<file path="config.mk">
export PLATFORM = sky130hd
export DESIGN_NAME = range_argmin_query_unit
export DESIGN_NICKNAME = d
export VERILOG_FILES = /design/src/rtl/rmq_pkg.sv /design/src/rtl/rmq_cell.sv /design/src/rtl/range_argmin_query_unit.sv
export SDC_FILE = /design/constraint.sdc
export NUM_CORES = 1
export LEC_CHECK = 0
export ABC_AREA = 1
export BUFFER_PORTS_ARGS = -buffer_cell sky130_fd_sc_hd__clkbuf_2
export CAP_MARGIN = 15
export CORE_UTILIZATION = 55
export CTS_CLUSTER_DIAMETER = 200
export DETAILED_ROUTE_END_ITERATION = 6
export PLACE_DENSITY = 0.79
export SLEW_MARGIN = 20
export SYNTH_ARGS = -nofsm -noshare
export SYNTH_HDL_FRONTEND = slang
export SYNTH_SLANG_ARGS = --single-unit
</file>
<file path="constraint.sdc">
create_clock -name aclk -period 27.1 [get_ports aclk]
set_clock_uncertainty 0.15 [all_clocks]
set_input_delay 5.42 -clock aclk [delete_from_list [all_inputs] [get_ports aclk]]
set_output_delay 5.42 -clock aclk [all_outputs]
set_load 0.1 [all_outputs]
</file>
<file path="src/rtl/rmq_pkg.sv">
// Shared types and codes for the range argmin query unit.
// Depends on nothing; used by rmq_cell and range_argmin_query_unit.
package rmq_pkg;

    localparam int POS_BITS = 4;

    typedef enum logic {
        CMD_WRITE = 1'b0,
        CMD_QUERY = 1'b1
    } rmq_cmd_t;

    // Query token handed from cell to cell; the running best value travels beside it.
    typedef struct packed {
        logic                valid;
        logic                err;
        logic                have;
        logic [POS_BITS-1:0] start;
        logic [POS_BITS-1:0] last;
        logic [POS_BITS-1:0] idx;
    } rmq_tok_t;

endpackage

</file>
<file path="src/rtl/rmq_cell.sv">
// One element cell of the query chain: holds one stored value and one token stage.
// Depends on rmq_pkg.
module rmq_cell #(
    parameter int CELL_IDX   = 0,
    parameter int VALUE_BITS = 16
) (
    input  logic                                aclk,
    input  logic                                aresetn,
    input  logic                                adv,
    input  logic                                wr_en,
    input  logic [rmq_pkg::POS_BITS-1:0]        wr_addr,
    input  logic signed [VALUE_BITS-1:0]        wr_val,
    input  rmq_pkg::rmq_tok_t                   tok_in,
    input  logic signed [VALUE_BITS-1:0]        best_in,
    output rmq_pkg::rmq_tok_t                   tok_out,
    output logic signed [VALUE_BITS-1:0]        best_out
);

    localparam bit REACH = CELL_IDX < (1 << rmq_pkg::POS_BITS);
    localparam logic [rmq_pkg::POS_BITS-1:0] MY_IDX = rmq_pkg::POS_BITS'(CELL_IDX);

    logic signed [VALUE_BITS-1:0] elem_reg;
    rmq_pkg::rmq_tok_t            tok_reg, tok_next;
    logic signed [VALUE_BITS-1:0] best_reg, best_next;
    logic                         in_rng;
    logic                         take;

    always_ff @(posedge aclk) begin
        if (wr_en && REACH && (wr_addr == MY_IDX)) begin
            elem_reg <= wr_val;
        end
    end

    // later index wins on ties: replace unless the best so far is strictly smaller
    always_comb begin
        in_rng    = REACH && (MY_IDX >= tok_in.start) && (MY_IDX <= tok_in.last);
        take      = tok_in.valid && !tok_in.err && in_rng
                    && (!tok_in.have || !(best_in < elem_reg));
        tok_next  = tok_in;
        best_next = best_in;
        if (take) begin
            tok_next.have = 1'b1;
            tok_next.idx  = MY_IDX;
            best_next     = elem_reg;
        end
    end

    // only the valid bit is reset; the rest of the stage is plain data
    always_ff @(posedge aclk) begin
        if (!aresetn) begin
            tok_reg.valid <= 1'b0;
        end else if (adv) begin
            tok_reg.valid <= tok_next.valid;
        end
        if (adv) begin
            tok_reg.err   <= tok_next.err;
            tok_reg.have  <= tok_next.have;
            tok_reg.start <= tok_next.start;
            tok_reg.last  <= tok_next.last;
            tok_reg.idx   <= tok_next.idx;
            best_reg      <= best_next;
        end
    end

    assign tok_out  = tok_reg;
    assign best_out = best_reg;

endmodule

</file>
<file path="src/rtl/range_argmin_query_unit.sv">
// Range argmin query unit: write items load elements, query items return the argmin index.
// A write lands in the addressed cell's element register with no result. A query token is
// captured by cell 0 at the transfer edge, then passes through each remaining cell register
// and then the output register, which raises m_valid.
// Throughput: one query in flight at a time; writes 1/cycle while no query is in flight.
// Reset (aresetn, sync, active low) clears the chain tokens, busy flag and output valid;
// the element store has no reset and is undefined until written.
// Depends on rmq_pkg and rmq_cell.
module range_argmin_query_unit #(
    parameter int ENTRIES    = 16,
    parameter int VALUE_BITS = 16
) (
    input  logic               aclk,
    input  logic               aresetn,
    input  logic               s_valid,
    output logic               s_ready,
    input  logic               s_command,
    input  logic [3:0]         s_position,
    input  logic [3:0]         s_range_end,
    input  logic signed [15:0] s_value,
    output logic               m_valid,
    input  logic               m_ready,
    output logic [3:0]         m_min_index,
    output logic               m_range_error
);

    // largest index a query may reach, clamped to what the position field can address
    localparam logic [3:0] LAST_MAX = (ENTRIES - 1 > 15) ? 4'd15 : 4'(ENTRIES - 1);

    rmq_pkg::rmq_tok_t            tok  [ENTRIES+1];
    logic signed [VALUE_BITS-1:0] bval [ENTRIES+1];
    logic [ENTRIES-1:0]           tok_valid_vec;

    logic                         busy_reg, busy_next;
    logic                         out_valid_reg, out_valid_next;
    logic [3:0]                   out_idx_reg;
    logic                         out_err_reg;

    logic                         in_xfer;
    logic                         wr_en;
    logic                         q_xfer;
    logic [3:0]                   last_clamped;
    logic signed [VALUE_BITS-1:0] wr_val;
    logic                         out_free;
    logic                         adv;
    logic                         tail_move;

    // One query in flight at a time; writes are taken whenever no query is running.
    assign s_ready = !busy_reg;
    assign in_xfer = s_valid && s_ready;
    assign wr_en   = in_xfer && (s_command == rmq_pkg::CMD_WRITE);
    assign q_xfer  = in_xfer && (s_command == rmq_pkg::CMD_QUERY);

    // sign-extend or cut the 16-bit value to the stored width
    assign wr_val = VALUE_BITS'(s_value);

    assign last_clamped = (s_range_end > LAST_MAX) ? LAST_MAX : s_range_end;

    // Token injected at the head of the chain. An error query still walks the chain
    // so every result leaves through the same tail; cells ignore errored tokens.
    always_comb begin
        tok[0].valid = q_xfer;
        tok[0].err   = s_position > last_clamped;
        tok[0].have  = 1'b0;
        tok[0].start = s_position;
        tok[0].last  = last_clamped;
        tok[0].idx   = '0;
        bval[0]      = '0;
    end

    // Output register decouples the chain from the result channel; the chain only
    // stalls when a finished token sits at the tail and the output is still full.
    assign out_free  = !out_valid_reg || m_ready;
    assign tail_move = tok[ENTRIES].valid && out_free;
    assign adv       = !tok[ENTRIES].valid || out_free;

    for (genvar g = 0; g < ENTRIES; g++) begin : g_cell
        rmq_cell #(
            .CELL_IDX  (g),
            .VALUE_BITS(VALUE_BITS)
        ) u_cell (
            .aclk    (aclk),
            .aresetn (aresetn),
            .adv     (adv),
            .wr_en   (wr_en),
            .wr_addr (s_position),
            .wr_val  (wr_val),
            .tok_in  (tok[g]),
            .best_in (bval[g]),
            .tok_out (tok[g+1]),
            .best_out(bval[g+1])
        );
        assign tok_valid_vec[g] = tok[g+1].valid;
    end

    always_comb begin
        busy_next = busy_reg;
        if (q_xfer) begin
            busy_next = 1'b1;
        end else if (tail_move) begin
            busy_next = 1'b0;
        end
    end

    always_comb begin
        out_valid_next = out_valid_reg;
        if (out_free) begin
            out_valid_next = tok[ENTRIES].valid;
        end
    end

    always_ff @(posedge aclk) begin
        if (!aresetn) begin
            busy_reg      <= 1'b0;
            out_valid_reg <= 1'b0;
        end else begin
            busy_reg      <= busy_next;
            out_valid_reg <= out_valid_next;
        end
    end

    always_ff @(posedge aclk) begin
        if (tail_move) begin
            out_idx_reg <= tok[ENTRIES].idx;
            out_err_reg <= tok[ENTRIES].err;
        end
    end

    assign m_valid       = out_valid_reg;
    assign m_min_index   = out_idx_reg;
    assign m_range_error = out_err_reg;

    // at most one query token anywhere in the chain
    a_one_token: assert property (@(posedge aclk) disable iff (!aresetn)
        $countones(tok_valid_vec) <= 1)
        else $error("more than one query token in the chain");

    // no token may be in flight while the unit reports idle
    a_idle_empty: assert property (@(posedge aclk) disable iff (!aresetn)
        !busy_reg |-> (tok_valid_vec == '0))
        else $error("token in chain while not busy");

    // a query transfer marks the unit busy and enters the head cell
    a_query_busy: assert property (@(posedge aclk) disable iff (!aresetn)
        q_xfer |=> (busy_reg && tok[1].valid))
        else $error("query transfer did not start the chain");

    // an error result always carries index zero
    a_err_index: assert property (@(posedge aclk) disable iff (!aresetn)
        (m_valid && m_range_error) |-> (m_min_index == 4'd0))
        else $error("range error with nonzero index");

endmodule
</file>
==> Implementation_results.wiki <==
{| class="wikitable"
! Metric !! Value
|-
| Unrepaired setup endpoints after global routing || no
|-
| Number of different library cells in the post-synthesis netlist || 42
|-
| Path category of the worst min-delay check || reg2reg
|-
| GRT Util Overall || 0.236
|-
| Antenna diode count || 0
|-
| Detailed-route via count || 20.4k
|-
| Overall overflow remaining after global route || 0
|-
| Violations in the final reports || design-rule violations
|-
| Vias in the first global route || 20.3k
|-
| Sum of negative setup slack || 0 ns
|-
| Clock input transition at the sequential cells of the worst setup and hold paths || 0.06 ns
|-
| Hold Vio Cnt, Final || 0
|-
| Post-DP HPWL || 47,300 um
|-
| Register-to-register setup slack || 23.76 ns
|-
| Slew Limit Fails || 0
|-
| Total wirelength of the detailed-routed design || 69,100 um
|-
| Bufs and invs on worst path || 4
|-
| Top achievable clock speed || 126 MHz
|-
| Final setup violation count || 0
|-
| Number of remaining DRC errors || 5
|-
| Count of standard-cell rows || 88
|-
| Tightest Pin Transition || 1.11 ns
|-
| Number of enable flip-flop cells after synthesis || 697
|-
| Number of design-rule violations left by the first detailed-router iteration || 1,959
|-
| Proportion of layout cells with a drive suffix above 1 || 0.0760
|-
| Buffer depth of the longest clock path || 3
|-
| IR Drop Worst-Case VDD || 0.0539 mV
|-
| Layout overhead on the synthesized area || 10.5%
|-
| Synthesized cell area || 32,200 um^2
|-
| Die Outline Area || 59,500 um^2
|-
| Flip-flop count of the largest register, all copies and words added || 256
|-
| Nature of the critical path endpoint || flip-flop
|-
| Share of async-settable or async-resettable flops after synthesis || 0
|-
| Leading cell types in the layout, fill and taps excluded || nand2_1 (748), edfxtp_1 (697), inv_1 (406), nand3_1 (257), ha_1 (229)
|-
| Standard cell core area || 57,800 um^2
|-
| Most frequently used flop master after synthesis || edfxtp_1
|-
| Part of the power in the clock network || 0.428
|-
| Leak pwr || 16.5 nW
|-
| GPL Wtd Cong || 0.928
|-
| Avg WL per Cell || 18.8 um
|-
| Run status || finished, violations left
|-
| Critical path type || in2reg
|-
| I/O Pins || 36
|-
| Required time of the critical path || 27.17 ns
|-
| Part of the total power dissipated in combinational logic || 0.019
|-
| Source-to-sink clock delay at the later pin of the worst-skew pair || 0.61 ns
|-
| Number of gates resized after CTS || 0
|-
| Post-CTS setup buffer count || 0
|-
| First-pass GRT wire length || 108,000 um
|-
| Switching Fraction || 0.200
|-
| Placed Cells incl. Taps || 3,561
|-
| Maximum fanout count along the critical path || 87
|-
| Crit path max-delay cell type || buf_4
|-
| Crit-path most repeated cell || buf_4
|-
| Type of element launching the critical path || input port
|-
| Most common cell after layout, fill and taps aside || nand2_1
|-
| Worst slew margin || 0.261
|-
| Number of nets in the synthesized netlist || 3,049
|-
| Number of cells produced by synthesis || 2,791
|-
| Crit path time final || 7.91 ns
|-
| Fillers || 4,307
|-
| Number of violations of the max-capacitance limit || 0
|-
| Number of antenna violations at the first check in global routing || 1
|-
| Power density over cell area || 63.2 nW/um^2
|-
| Switching power || 0.000448 W
|-
| Sequential element share of the synthesized area || 0.661
|-
| Remaining number of nets flagged by the antenna check after routing || 0
|-
| Pint || 0.00180 W
|-
| Die extent in y || 244 um
|-
| IO buf count || 35
|-
| Number of detailed-route iterations in the first pass || 7
|-
| Total of hold buffers inserted after clock tree synthesis || 0
|-
| Die Wd || 244 um
|-
| Biggest cell delay along the critical path || 0.93 ns
|-
| Per-instance average area after synthesis || 11.5 um^2
|-
| H-tree levels || 3
|-
| Period utilization || 0.292
|-
| Num Clock Sinks || 715
|-
| CTS tree || built
|-
| Data arrival time at the worst-slack endpoint || 7.98 ns
|-
| Largest net degree at the start of global routing || 97
|-
| Largest delay contributor family on the critical path || buffers and inverters
|-
| Clock tree root buffer cell || clkbuf_16
|-
| Critical path, cell by cell || clkbuf_2 > inv_1 > nand3_4 > buf_4 > buf_4
|-
| Number of non-filler instances in the completed layout || 3,687
|-
| Seq cells post-synth || 715
|-
| Number of nets at the end of the flow || 3,128
|-
| Mean number of vias per cell || 5.54
|-
| TritonCTS buffer count || 71
|-
| Initial core utilization || 0.557
|-
| Number of warning messages in the yosys log || 0
|-
| Sequential group share of total power || 0.553
|}
-- per-stage QoR --
stage / total power [W] / setup slack, ns / utilization / instance area [um^2] / hold slack, ns
floorplan: 0.00128 / 8.42 / - / 32200 / 0.250
global placement: 0.00130 / 18.70 / 0.575 / 33300 / 0.250
detailed placement: 0.00131 / 18.57 / 0.576 / 33300 / 0.255
CTS: 0.00226 / 19.21 / 0.615 / 35500 / 0.264
global route: 0.00231 / 18.96 / 0.615 / 35600 / 0.267
finish: 0.00225 / 19.19 / 0.615 / 35600 / 0.262
-- final cells by class --
cell class / count / area, um^2 / share of cell area
flip-flops and latches: 715 / 21300 / 0.599
multi-input cells: 1618 / 9180 / 0.258
clock buffers: 88 / 1900 / 0.0535
inverters: 406 / 1520 / 0.0428
well taps: 765 / 957 / 0.0269
repair buffers: 58 / 359 / 0.0101
clock inverters: 37 / 355 / 0.00999
-- cells by family (layout without fill, tap and decap cells) --
| group | Yosys count | in the layout | share of synthesized area |
|---|---|---|---|
| AO/OA/AOI/OAI | 191 | 191 | 0.0347 |
| flip-flops | 715 | 715 | 0.661 |
| adder cells (fa/ha/maj) | 229 | 229 | 0.0890 |
| AND/OR/NAND/NOR | 1198 | 1198 | 0.160 |
| buffers and inverters | 458 | 589 | 0.0556 |
-- Yosys cell counts (2+ instances only) --
cell,instances,area [um^2]
nand2_2,10,62.6
buf_4,8,60.1
nor3_1,23,115
a2111oi_4,2,55.1
nor3_2,2,20.0
nand2_4,2,22.5
a21oi_1,113,566
o21ai_0,45,225
a21boi_0,12,90.1
o211a_1,2,20.0
nand2_1,748,2810
nand4_1,16,100
nand3_1,258,1290
buf_1,2,7.51
clkbuf_1,23,86.3
buf_2,16,80.1
ha_1,229,2870
nand3_2,14,140
inv_1,406,1520
o21bai_1,5,37.5
buf_6,3,33.8
edfxtp_1,697,20900
or2_2,15,93.8
o21a_1,2,15.0
nor2_1,102,383
dfxtp_1,18,360
nor4_4,2,42.5
nor4_1,2,12.5
-- final timing paths --
check	start	depth (start not counted)	endpoint
hold / removal	g_cell[7].u_cell.tok_out[5]$_DFFE_PP_	0	g_cell[8].u_cell.tok_out[5]$_DFFE_PP_
setup reg to reg	m_valid$_SDFFE_PN0N_	3	g_cell[6].u_cell.best_out[11]$_DFFE_PP_
hold reg to reg	g_cell[7].u_cell.tok_out[5]$_DFFE_PP_	0	g_cell[8].u_cell.tok_out[5]$_DFFE_PP_
setup / recovery	m_ready	5	g_cell[6].u_cell.best_out[11]$_DFFE_PP_
-- routing by layer --
layer  vias up  part of all wire  track usage
met5         -                 0            0
met1      9831              0.40        0.304
met3       182             0.071       0.0414
li1       9652                 -            -
met2       757              0.50        0.400
met4         0             0.033       0.0851
-- power by group through the flow --
stage,combinational [W],sequential (W),clock (W)
final,0.0000421,0.00124,0.000962
after global routing,0.0000467,0.00124,0.00102
after CTS,0.0000420,0.00124,0.000975
after detailed placement,0.0000416,0.00127,0
after global placement,0.0000392,0.00126,0
after floorplan,0.0000218,0.00126,0
No activity file was read; power rests on OpenSTA's default activity.
